### src/ssgp_pkg.sv
`timescale 1ns / 1ps
// ----------------------------------------------------------------------------
// ssgp_pkg
// Shared types and constants for the swipe sensor gain / presence block.
// ----------------------------------------------------------------------------
package ssgp_pkg;

  localparam int NUM_BINS_DEFAULT = 16;

  localparam int SUM_W   = 20;
  localparam int GAIN_W  = 8;
  localparam int CNT_W   = 4;
  localparam int DET_W   = 8;
  localparam int ADDR_W  = 3;
  localparam int CDATA_W = 20;

  localparam logic [7:0]        MARKER_OK = 8'hDE;
  localparam logic [GAIN_W-1:0] GAIN_STEP = 8'h08;
  localparam logic [SUM_W-1:0]  SUM_MAX   = 20'hFFFFF;
  localparam logic [DET_W-1:0]  DET_MAX   = 8'hFF;
  localparam logic [CNT_W-1:0]  EMPTY_MAX = 4'hF;

  // register reset values
  localparam logic [SUM_W-1:0]  SUM_LOW_RST    = 20'd700;
  localparam logic [SUM_W-1:0]  SUM_HIGH_RST   = 20'd1000;
  localparam logic [GAIN_W-1:0] GAIN_FLOOR_RST = 8'd40;
  localparam logic [GAIN_W-1:0] GAIN_CEIL_RST  = 8'd88;
  localparam logic [7:0]        PRESENCE_RST   = 8'd20;
  localparam logic [CNT_W-1:0]  EMPTY_LIM_RST  = 4'd3;

  typedef enum logic [ADDR_W-1:0] {
    REG_SUM_LOW   = 3'd0,
    REG_SUM_HIGH  = 3'd1,
    REG_GAIN_FLR  = 3'd2,
    REG_GAIN_CEIL = 3'd3,
    REG_PRESENCE  = 3'd4,
    REG_EMPTY_LIM = 3'd5
  } reg_idx_e;

  typedef enum logic [1:0] {
    FUNC_START  = 2'd0,
    FUNC_BIN    = 2'd1,
    FUNC_DETECT = 2'd2
  } func_e;

  localparam logic KIND_STRIP  = 1'b0;
  localparam logic KIND_FINGER = 1'b1;

  typedef struct packed {
    logic [SUM_W-1:0]  sum_low_limit;
    logic [SUM_W-1:0]  sum_high_limit;
    logic [GAIN_W-1:0] gain_floor;
    logic [GAIN_W-1:0] gain_ceiling;
    logic [7:0]        presence_level;
    logic [CNT_W-1:0]  empty_limit;
  } cfg_t;

endpackage

### src/ssgp_cfg_regs.sv
`timescale 1ns / 1ps
// ----------------------------------------------------------------------------
// ssgp_cfg_regs
// Configuration register file; decodes writes and holds the limits.
// ----------------------------------------------------------------------------
module ssgp_cfg_regs (
  input  logic                         clk,
  input  logic                         rst,
  input  logic                         cfg_valid,
  output logic                         cfg_ready,
  input  logic [ssgp_pkg::ADDR_W-1:0]  cfg_addr,
  input  logic [ssgp_pkg::CDATA_W-1:0] cfg_data,
  output ssgp_pkg::cfg_t               cfg
);

  assign cfg_ready = 1'b1;

  always_ff @(posedge clk) begin
    if (rst) begin
      cfg.sum_low_limit  <= ssgp_pkg::SUM_LOW_RST;
      cfg.sum_high_limit <= ssgp_pkg::SUM_HIGH_RST;
      cfg.gain_floor     <= ssgp_pkg::GAIN_FLOOR_RST;
      cfg.gain_ceiling   <= ssgp_pkg::GAIN_CEIL_RST;
      cfg.presence_level <= ssgp_pkg::PRESENCE_RST;
      cfg.empty_limit    <= ssgp_pkg::EMPTY_LIM_RST;
    end else if (cfg_valid) begin
      unique case (cfg_addr)
        ssgp_pkg::REG_SUM_LOW:   cfg.sum_low_limit  <= cfg_data;
        ssgp_pkg::REG_SUM_HIGH:  cfg.sum_high_limit <= cfg_data;
        ssgp_pkg::REG_GAIN_FLR:  cfg.gain_floor     <= cfg_data[ssgp_pkg::GAIN_W-1:0];
        ssgp_pkg::REG_GAIN_CEIL: cfg.gain_ceiling   <= cfg_data[ssgp_pkg::GAIN_W-1:0];
        ssgp_pkg::REG_PRESENCE:  cfg.presence_level <= cfg_data[7:0];
        ssgp_pkg::REG_EMPTY_LIM: cfg.empty_limit    <= cfg_data[ssgp_pkg::CNT_W-1:0];
        default: ; // unmapped index, write dropped
      endcase
    end
  end

endmodule

### src/swipe_sensor_gain_and_presence.sv
`timescale 1ns / 1ps
// ----------------------------------------------------------------------------
// swipe_sensor_gain_and_presence
// Strip histogram summing with gain stepping and empty-strip counting, plus
// finger presence detection from detection nibble bytes.
// ----------------------------------------------------------------------------
//
//  Channel  | Dir | Handshake            | Carries
//  ---------+-----+----------------------+------------------------------------
//  s_axis   | in  | s_axis_tvalid/tready | one bin or detection byte per request
//  m_axis   | out | m_axis_tvalid/tready | strip or finger verdict
//  cfg      | in  | cfg_valid/cfg_ready  | register index + write data
//
// A verdict passes through the input register, loaded at the accepting edge,
// then the output register, loaded when the evaluate stage advances. One
// request per cycle is sustained; the evaluate stage only advances when the
// output register is empty or being drained, so m_axis_tready low stalls the
// evaluate stage and then s_axis_tready. Synchronous reset clears state, gain
// goes to its reset ceiling (88). cfg_ready is always high.
//
module swipe_sensor_gain_and_presence #(
  parameter int NUM_BINS = ssgp_pkg::NUM_BINS_DEFAULT
) (
  input  logic                         clk,
  input  logic                         rst,

  input  logic                         s_axis_tvalid,
  output logic                         s_axis_tready,
  // [3:0] bin_index, [19:4] bin_value, [27:20] threshold_reg,
  // [35:28] hist_marker, [43:36] det_byte, [47:44] zero
  input  logic [47:0]                  s_axis_tdata,
  input  logic [1:0]                   s_axis_tuser,  // [1:0] func
  input  logic                         s_axis_tlast,  // last

  output logic                         m_axis_tvalid,
  input  logic                         m_axis_tready,
  // [0] status, [20:1] hist_sum, [28:21] gain, [29] keep_strip,
  // [30] capture_done, [31] finger_present
  output logic [31:0]                  m_axis_tdata,
  output logic                         m_axis_tuser,  // [0] kind

  input  logic                         cfg_valid,
  output logic                         cfg_ready,
  input  logic [ssgp_pkg::ADDR_W-1:0]  cfg_addr,
  input  logic [ssgp_pkg::CDATA_W-1:0] cfg_data
);

  ssgp_pkg::cfg_t cfg;

  ssgp_cfg_regs u_cfg (
    .clk       (clk),
    .rst       (rst),
    .cfg_valid (cfg_valid),
    .cfg_ready (cfg_ready),
    .cfg_addr  (cfg_addr),
    .cfg_data  (cfg_data),
    .cfg       (cfg)
  );

  // ---------------- input register ----------------
  logic        in_valid;
  logic [1:0]  func_q;
  logic [3:0]  bin_index_q;
  logic [15:0] bin_value_q;
  logic [3:0]  thr_q;        // only the low nibble of threshold_reg matters
  logic [7:0]  marker_q;
  logic [7:0]  det_q;
  logic        last_q;

  logic advance;
  logic out_free;

  assign out_free      = !m_axis_tvalid || m_axis_tready;
  assign advance       = in_valid && out_free;
  assign s_axis_tready = !in_valid || advance;

  always_ff @(posedge clk) begin
    if (rst) begin
      in_valid <= 1'b0;
    end else if (s_axis_tready) begin
      in_valid <= s_axis_tvalid;
    end
  end

  always_ff @(posedge clk) begin
    if (s_axis_tready && s_axis_tvalid) begin
      bin_index_q <= s_axis_tdata[3:0];
      bin_value_q <= s_axis_tdata[19:4];
      thr_q       <= s_axis_tdata[23:20];
      marker_q    <= s_axis_tdata[35:28];
      det_q       <= s_axis_tdata[43:36];
      func_q      <= s_axis_tuser;
      last_q      <= s_axis_tlast;
    end
  end

  // ---------------- running state ----------------
  logic [ssgp_pkg::GAIN_W-1:0] gain_value, gain_value_next;
  logic [ssgp_pkg::CNT_W-1:0]  empty_count, empty_count_next;
  logic [ssgp_pkg::SUM_W-1:0]  strip_sum, strip_sum_next;
  logic                        marker_error, marker_error_next;
  logic [ssgp_pkg::DET_W-1:0]  detect_sum, detect_sum_next;

  // result being formed
  logic                        res_load;
  logic                        res_kind;
  logic                        res_status;
  logic [ssgp_pkg::SUM_W-1:0]  res_sum;
  logic [ssgp_pkg::GAIN_W-1:0] res_gain;
  logic                        res_keep;
  logic                        res_done;
  logic                        res_finger;

  // ---------------- evaluate logic ----------------
  logic                        bin_hit;
  logic [ssgp_pkg::SUM_W:0]    sum_add;
  logic [ssgp_pkg::SUM_W-1:0]  sum_sat;
  logic [ssgp_pkg::SUM_W-1:0]  strip_acc;
  logic                        err_acc;
  logic signed [9:0]           gain_dn;
  logic signed [9:0]           gain_up;
  logic [ssgp_pkg::GAIN_W-1:0] gain_stepped;
  logic [ssgp_pkg::CNT_W-1:0]  empty_inc;
  logic [ssgp_pkg::DET_W:0]    det_add;
  logic [ssgp_pkg::DET_W-1:0]  det_acc;
  logic                        present;

  assign bin_hit   = (bin_index_q >= thr_q) && (int'(bin_index_q) < NUM_BINS);
  assign sum_add   = {1'b0, strip_sum} + {5'd0, bin_value_q};
  assign sum_sat   = sum_add[ssgp_pkg::SUM_W] ? ssgp_pkg::SUM_MAX
                                              : sum_add[ssgp_pkg::SUM_W-1:0];
  assign strip_acc = bin_hit ? sum_sat : strip_sum;
  assign err_acc   = marker_error || (marker_q != ssgp_pkg::MARKER_OK);

  // gain step in 10-bit signed so neither direction can wrap
  assign gain_dn = signed'({2'b00, gain_value}) - signed'({2'b00, ssgp_pkg::GAIN_STEP});
  assign gain_up = signed'({2'b00, gain_value}) + signed'({2'b00, ssgp_pkg::GAIN_STEP});

  always_comb begin
    priority if (strip_acc < cfg.sum_low_limit) begin
      if (gain_dn < signed'({2'b00, cfg.gain_floor})) begin
        gain_stepped = cfg.gain_floor;
      end else begin
        gain_stepped = gain_dn[ssgp_pkg::GAIN_W-1:0];
      end
    end else if (strip_acc > cfg.sum_high_limit) begin
      if (gain_up > signed'({2'b00, cfg.gain_ceiling})) begin
        gain_stepped = cfg.gain_ceiling;
      end else begin
        gain_stepped = gain_up[ssgp_pkg::GAIN_W-1:0];
      end
    end else begin
      gain_stepped = gain_value;
    end
  end

  assign empty_inc = (empty_count != ssgp_pkg::EMPTY_MAX) ? empty_count + 4'd1 : empty_count;

  assign det_add = {1'b0, detect_sum} + {5'd0, det_q[3:0]} + {5'd0, det_q[7:4]};
  assign det_acc = det_add[ssgp_pkg::DET_W] ? ssgp_pkg::DET_MAX : det_add[ssgp_pkg::DET_W-1:0];
  assign present = det_acc > cfg.presence_level;

  always_comb begin
    gain_value_next   = gain_value;
    empty_count_next  = empty_count;
    strip_sum_next    = strip_sum;
    marker_error_next = marker_error;
    detect_sum_next   = detect_sum;
    res_load   = 1'b0;
    res_kind   = ssgp_pkg::KIND_STRIP;
    res_status = 1'b0;
    res_sum    = '0;
    res_gain   = gain_value;
    res_keep   = 1'b0;
    res_done   = 1'b0;
    res_finger = 1'b0;

    unique case (func_q)
      ssgp_pkg::FUNC_START: begin
        gain_value_next   = cfg.gain_ceiling;
        empty_count_next  = '0;
        strip_sum_next    = '0;
        marker_error_next = 1'b0;
        detect_sum_next   = '0;
      end
      ssgp_pkg::FUNC_BIN: begin
        strip_sum_next    = strip_acc;
        marker_error_next = err_acc;
        if (last_q) begin
          res_load          = 1'b1;
          strip_sum_next    = '0;
          marker_error_next = 1'b0;
          if (err_acc) begin
            res_status = 1'b1;
          end else begin
            gain_value_next = gain_stepped;
            res_gain        = gain_stepped;
            res_sum         = strip_acc;
            if (strip_acc == '0) begin
              // empty strip; limit of zero never matches since count is >= 1
              if (empty_inc == cfg.empty_limit) begin
                res_done         = 1'b1;
                empty_count_next = '0;
              end else begin
                empty_count_next = empty_inc;
              end
            end else begin
              empty_count_next = '0;
              res_keep         = 1'b1;
            end
          end
        end
      end
      ssgp_pkg::FUNC_DETECT: begin
        detect_sum_next = det_acc;
        if (last_q) begin
          res_load        = 1'b1;
          res_kind        = ssgp_pkg::KIND_FINGER;
          detect_sum_next = '0;
          if (present) begin
            // finger seen: start a new capture
            res_finger        = 1'b1;
            gain_value_next   = cfg.gain_ceiling;
            res_gain          = cfg.gain_ceiling;
            empty_count_next  = '0;
            strip_sum_next    = '0;
            marker_error_next = 1'b0;
          end
        end
      end
      default: ; // unused function code, dropped
    endcase
  end

  always_ff @(posedge clk) begin
    if (rst) begin
      gain_value   <= ssgp_pkg::GAIN_CEIL_RST;
      empty_count  <= '0;
      strip_sum    <= '0;
      marker_error <= 1'b0;
      detect_sum   <= '0;
    end else if (advance) begin
      gain_value   <= gain_value_next;
      empty_count  <= empty_count_next;
      strip_sum    <= strip_sum_next;
      marker_error <= marker_error_next;
      detect_sum   <= detect_sum_next;
    end
  end

  // ---------------- output register ----------------
  always_ff @(posedge clk) begin
    if (rst) begin
      m_axis_tvalid <= 1'b0;
    end else if (advance && res_load) begin
      m_axis_tvalid <= 1'b1;
    end else if (m_axis_tready) begin
      m_axis_tvalid <= 1'b0;
    end
  end

  always_ff @(posedge clk) begin
    if (advance && res_load) begin
      m_axis_tuser <= res_kind;
      m_axis_tdata <= {res_finger, res_done, res_keep, res_gain, res_sum, res_status};
    end
  end

endmodule

### config.mk
export PLATFORM = sky130hd
export DESIGN_NAME = swipe_sensor_gain_and_presence
export DESIGN_NICKNAME = d
export VERILOG_FILES = /design/src/ssgp_pkg.sv /design/src/ssgp_cfg_regs.sv /design/src/swipe_sensor_gain_and_presence.sv
export SDC_FILE = /design/constraint.sdc
export NUM_CORES = 1
export LEC_CHECK = 0
export BUFFER_PORTS_ARGS = -buffer_cell sky130_fd_sc_hd__buf_2
export CORE_UTILIZATION = 40
export CTS_BUF_LIST = sky130_fd_sc_hd__clkbuf_2 sky130_fd_sc_hd__clkbuf_4 sky130_fd_sc_hd__clkbuf_8
export DETAILED_ROUTE_END_ITERATION = 6
export GPL_TIMING_DRIVEN = 0
export MAX_ROUTING_LAYER = met4
export PLACE_DENSITY = 0.63
export SETUP_SLACK_MARGIN = 0.02
export SLEW_MARGIN = 10
export SYNTH_ARGS = -nofsm -noshare
export SYNTH_HDL_FRONTEND = slang
export SYNTH_SLANG_ARGS = --single-unit
### constraint.sdc
create_clock -name clk -period 5.4 [get_ports clk]
set_input_delay 1.08 -clock clk [delete_from_list [all_inputs] [get_ports clk]]
set_output_delay 1.08 -clock clk [all_outputs]
set_load 0.02 [all_outputs]
# Yosys cells after proc, flatten, opt, wreduce, memory -nomap -nowiden
# Index checks and enable logic that the tools add are counted.
# word_totals
regBits	187
inputBits	79
word_cells	123
output_inout_bits	36
# op_classes
eq_ne	14
reduce_logical	29
order_cmp	6
n_mux	39
bitwise_logic	3
addsub	6
# ops
operator	n
2-to-1 mux 20 bit	5
2-to-1 mux 8 bit	10
case mux 20 bit (3 select lines)	1
case mux 8 bit (2 select lines)	2
2-to-1 mux 4 bit	7
case mux 8 bit (3 select lines)	1
adder 20 x 16 -> 21 bit	1
> comparator 20 bit	1
logical NOT 20 bit	1
less-than comparator 20 bit	1
AND reduction 2 bit	10
case mux 4 bit (3 select lines)	1
2-to-1 mux 1 bit	11
adder 8 x 4 -> 9 bit	1
adder 8 x 4 -> 9 bit (second input constant)	1
adder 9 x 4 -> 9 bit	1
> comparator 9 x 8 -> 1 bit	1
less-than comparator 9 bit	1
subtractor 8 x 4 -> 9 bit (second input constant)	1
> comparator 8 bit	1
!= test 2 bit (second input constant)	4
!= test 8 bit (second input constant)	1
equality test 3 x 2 -> 1 bit (second input constant)	2
equality test 3 bit (second input constant)	2
21 further kinds	29

# Depth between registers and ports, before layout
# logic_depth
word_depth	9
ltp_mapped	23
mapped_depth_nobuf	23

# Cells and area by module
# A second synthesis with hierarchy kept.
# unflattened
cells_unflattened	1150
area_unflattened_um2	11174.5
# by_module_without_submodules
module	area_per_inst_um2	cells_per_inst	seq_area_each_um2	instances
swipe_sensor_gain_and_presence	8420.6	889	3143.0	1
ssgp_cfg_regs	2753.9	261	1361.3	1

# Worst setup path before layout
# Ideal clock, no wire load.
# synth_path
path_type	reg-to-reg
startpoint	register bin_value_q[0]
endpoint	register m_axis_tdata[22] (data pin)
arrival_time_ns	4.693
required_ns	5.126
slack_ns	0.434
n_path_buf	1
synth_period_minus_slack_ns	4.966
setup_ns	0.274
stages_incl_launch_ff	21
path_cell_list	edfxtp_1 ha_1 fa_1 a211oi_2 nor4_1 or3_1 buf_2 o211a_1 o21ai_0 o311ai_0 ha_1 nand4_1 nor2_1 o211ai_1 o31ai_1 nor3_1 a21oi_1 nor3_1 a22o_1 a2111oi_0 nor2_1
# synth_via
elab_chain_cells	9
elab_cells_between_ends	10
classes_between	add/sub: 1; order compare: 2; mux: 7
# synth_lines
item	line	rtl
from (decl)	swipe_sensor_gain_and_presence.sv:64	logic [15:0] bin_value_q;
from (signal assigned)	swipe_sensor_gain_and_presence.sv:88	bin_value_q <= s_axis_tdata[19:4];
adder 20 x 16 -> 21 bit *	swipe_sensor_gain_and_presence.sv:129	assign sum_add = {1'b0, strip_sum} + {5'd0, bin_value_q};
2-to-1 mux 20 bit *	swipe_sensor_gain_and_presence.sv:130	assign sum_sat = sum_add[ssgp_pkg::SUM_W] ? ssgp_pkg::SUM_MAX
2-to-1 mux 20 bit *	swipe_sensor_gain_and_presence.sv:132	assign strip_acc = bin_hit ? sum_sat : strip_sum;
net strip_acc (one bit)	swipe_sensor_gain_and_presence.sv:118	logic [ssgp_pkg::SUM_W-1:0] strip_acc;
> comparator 20 bit	swipe_sensor_gain_and_presence.sv:146	end else if (strip_acc > cfg.sum_high_limit) begin
2-to-1 mux 8 bit	swipe_sensor_gain_and_presence.sv:146	
2-to-1 mux 8 bit *	swipe_sensor_gain_and_presence.sv:140	priority if (strip_acc < cfg.sum_low_limit) begin
2-to-1 mux 8 bit *	-	
2-to-1 mux 8 bit *	swipe_sensor_gain_and_presence.sv:189	if (last_q) begin
case mux 8 bit (2 select lines) *	swipe_sensor_gain_and_presence.sv:178	unique case (func_q)
net res_gain (one bit)	swipe_sensor_gain_and_presence.sv:109	logic [ssgp_pkg::GAIN_W-1:0] res_gain;
to (signal assigned)	swipe_sensor_gain_and_presence.sv:265	m_axis_tdata <= {res_finger, res_done, res_keep, res_gain, res_sum, res_status};
to (decl)	swipe_sensor_gain_and_presence.sv:39	output logic [31:0] m_axis_tdata,
# Mark *: on every way through the listed nets, which the timed path passes. The rest lies on a longest branch.
# A chain may end at the register's enable or synchronous reset.

# Worst setup path after layout
# layout_path
startpoint	register bin_value_q[0]
endpoint	register m_axis_tdata[27] (data pin)
# The elaborated chain is that of the path after synthesis.

==> out/summary.txt <==
syn avg cell area: 9.03 um2
WL/cell: 17.6 um
IO buf count: 104
share of the synthesized area in the top cell type: 21.4%
Detail Route Antenna Nets: 0
hpwl dp: 21.9 mm
Clock Root Buffer: clkbuf_8
global route hottest layer: met2
initial DRC count: 673
TritonCTS Sinks: 187
setup slack at placement: -1200 ps
Rows: 59
worst path bufs/invs: 3
Tcrit/Tclk final: 96.9%
YS warnings: 0
Initial Utilization: 40.9%
worst-path cell chain: ha_2 > fa_2 > a211oi_4 > nor4_2 > or3_1 > buf_2 > o31a_1 > buf_4 > nor2_2 > o21ai_2 > ha_1 > nor2b_1 > o21a_1 > o21ai_0 > a211oi_1 > nor3_1 > a21oi_2 > buf_4 > a22o_1 > a221o_1 > a21oi_1 > nor2_1
Worst Tran Pin Value: 1110 ps
CP Max Fanout: 10
nets@finish: 1501
vias in the first global route: 8323
utilization after layout: 47.7%
sequential-to-total area share from yosys stat: 42.2%
DRC Markers: 22
Chip Width: 165 um
clk slew on worst S/H paths: 110 ps
P&R area growth vs syn: 16.6%
Final Wtd Congestion: 0.919
via count of the routed design: 9127
clock buffer depth: 2
fillcell total: 2564
Most Frequent Cell on Critical Path: buf_4
initial antenna violation count: 0
Top delay family on crit path: compound AO/OA/AOI/OAI gates
Async SR Flop Fraction: 0%
Antenna Cells: 0
Power, Total: 3.19 mW
Die Y-Extent: 165 um
max_slew headroom: 25.7%
Synth cell types: 82
number of enable flip-flop cells after synthesis: 76
grt met3 use: 4.15%
Final Non-Filler Cells: 1671
pins over their slew limit: 0
vias per inst: 5.46
fmax: 191 MHz
final hold vios: 0
Crit-path slowest cell: edfxtp_1
H-tree lvl count: 4
synthesized area: 10700 um2
setup TNS: 0 ps
Req. time, crit path: 5660 ps
I/O pin total: 115
Total Routing Usage GR: 22.3%
GR Util met2: 34.3%
CP max stage delay: 430 ps
die area: 27400 um2
GR Util met1: 29.4%
Synth Register Bits: 187
RSZ-0062 raised after global routing: yes
status: complete, but fails checks
startpoint type of the worst setup path: flop
Core ar.: 26100 um2
violated checks: design-rule violations
kind of critical path: flop to flop
clock skew: 13.3 ps
pwr dens: 256 nW/um2
share of cells above drive strength 1: 16.4%
Tmin final: 5230 ps
largest area contributor in the netlist: edfxtp_1
global-route wire length before repair: 44.9 mm
R2R setup slack: 170 ps
total congestion overflow: 0
worst skew pair latency: 490 ps
cell with the most instances after synthesis: nand2_1
Setup crit end kind: flop
commonest cells in the netlist: 148 x nand2_1, 116 x nor2_1, 111 x dfxtp_1, 96 x inv_1, 95 x a21oi_1
Post-synth top flop: dfxtp_1
final worst setup slack: 170 ps
final setup vio count: 0
largest net degree at the start of global routing: 38
highest ir drop seen on vdd: 0.118 mV
DRT Wirelength: 29.4 mm
Area after DPL: 11700 um2
P_leak: 5.02 nW
CTS tree: yes
Placed Cells: 1624
TritonCTS Buffers: 17
Hold Path Class: flop to flop
CP arrival: 5490 ps
finished layout cell area: 12500 um2
max cap viols: 0
Mapped Cells: 1183
syn nets: 1361
drt first pass iters: 7
WHS: 462 ps
Synth area leaders: edfxtp_1 21%, dfxtp_1 21%, ha_1 11%
==> sequential cells by signal (all words and copies together) (netlist names) <==
| signal | flops |
|---|---|
| bin_value_q | 16 |
| m_axis_tdata | 32 |
| bin_index_q | 4 |
| gain_value | 8 |
| m_axis_tvalid | 1 |
| detect_sum | 8 |
| marker_q | 8 |
| marker_error | 1 |
| in_valid | 1 |
| strip_sum | 20 |
| thr_q | 4 |
| last_q | 1 |
| m_axis_tuser | 1 |
| func_q | 2 |
| det_q | 8 |
| u_cfg.cfg | 68 |
| empty_count | 4 |
==> cell usage in the layout (no fill, tap or decap), types with 5 or more instances in the layout <==
master	synthesis	final
a21oi_1	95	92
ha_1	93	92
a211oi_1	11	7
fa_1	6	5
buf_4	1	17
inv_1	96	95
xor2_1	5	5
buf_2	3	111
clkbuf_8	0	17
nand4_1	12	12
or3_1	6	6
xnor2_1	17	17
o21ai_0	45	41
and3_1	9	9
edfxtp_1	76	76
a22oi_1	26	26
o2111ai_1	5	5
nand3b_1	11	11
clkbuf_1	40	37
o211ai_1	7	7
nor3_1	17	14
mux2i_1	13	13
o21a_1	10	9
and2_1	24	23
dfxtp_1	111	111
nand2_1	148	146
o21ai_1	3	5
a221oi_1	5	5
nand3_1	18	18
nor2_1	116	114
nand2b_1	11	11
a211o_1	21	21
nor2b_1	15	15
a21o_1	16	15
==> layout make-up <==
cell class                      count  area [um2]  share of cell area [%]
Buffer                             46         188                    1.51
Tap cell                          335         419                    3.37
Multi-Input combinational cell    853        5910                    47.4
Clock buffer                       17         234                    1.88
Timing Repair Buffer              121         658                    5.28
Inverter                           97         364                    2.92
Sequential cell                   187        4500                    36.2
Clock inverter                     15         179                    1.44
==> power by group <==
part | internal [mW] | switching (mW) | leakage [nW]
Sequential | 1.51 | 0.0234 | 1.60
Combinational | 0.254 | 0.403 | 3.21
Clock | 0.392 | 0.605 | 0.203
Total | 2.16 | 1.03 | 5.02
==> logic make-up after synthesis <==
family,count (synthesis),share of synthesized area [%]
and+or+nand+nor,411,18.2
AOI/OAI and AO/OA,305,19.3
DFF,187,42.2
buffers and inverters,143,5.09
adders and majority gates,99,12.0
xor gates and xnor gates,22,1.80
muxes,15,1.43
other,1,0.0351
==> path summary, 6_finish.rpt <==
kind,start,to,cells past startpoint
setup / recovery,bin_value_q[0]$_DFFE_PP_,m_axis_tdata[27]$_DFFE_PP_,22
hold / removal,u_cfg.cfg[64]$_SDFFE_PP0P_,u_cfg.cfg[64]$_SDFFE_PP0P_,2
setup reg to reg,bin_value_q[0]$_DFFE_PP_,m_axis_tdata[27]$_DFFE_PP_,22
hold reg to reg,u_cfg.cfg[64]$_SDFFE_PP0P_,u_cfg.cfg[64]$_SDFFE_PP0P_,2
==> routing by layer <==
metal | part of all wire (%) | vias up
li1 | - | 4512
met1 | 47 | 4275
met2 | 44 | 281
met3 | 6.4 | 59
met4 | 2.6 | 0
met5 | 0 | -
==> worst register-to-register path, delay by kind of cell, from the launching register on <==
family	cells	cell delay (ps)
compound gates	10	2140
simple gates	6	960
fa+ha+maj	3	930
buf+inv	3	550
flops	1	430
==> timing repair <==
item,in CTS,in global routing
pin swaps,7,11
resized for setup,34,28
hold buffers,0,0
setup buffers,6,9
endpoints found under the setup margin,16,16
(Power assumes the default switching activity.)
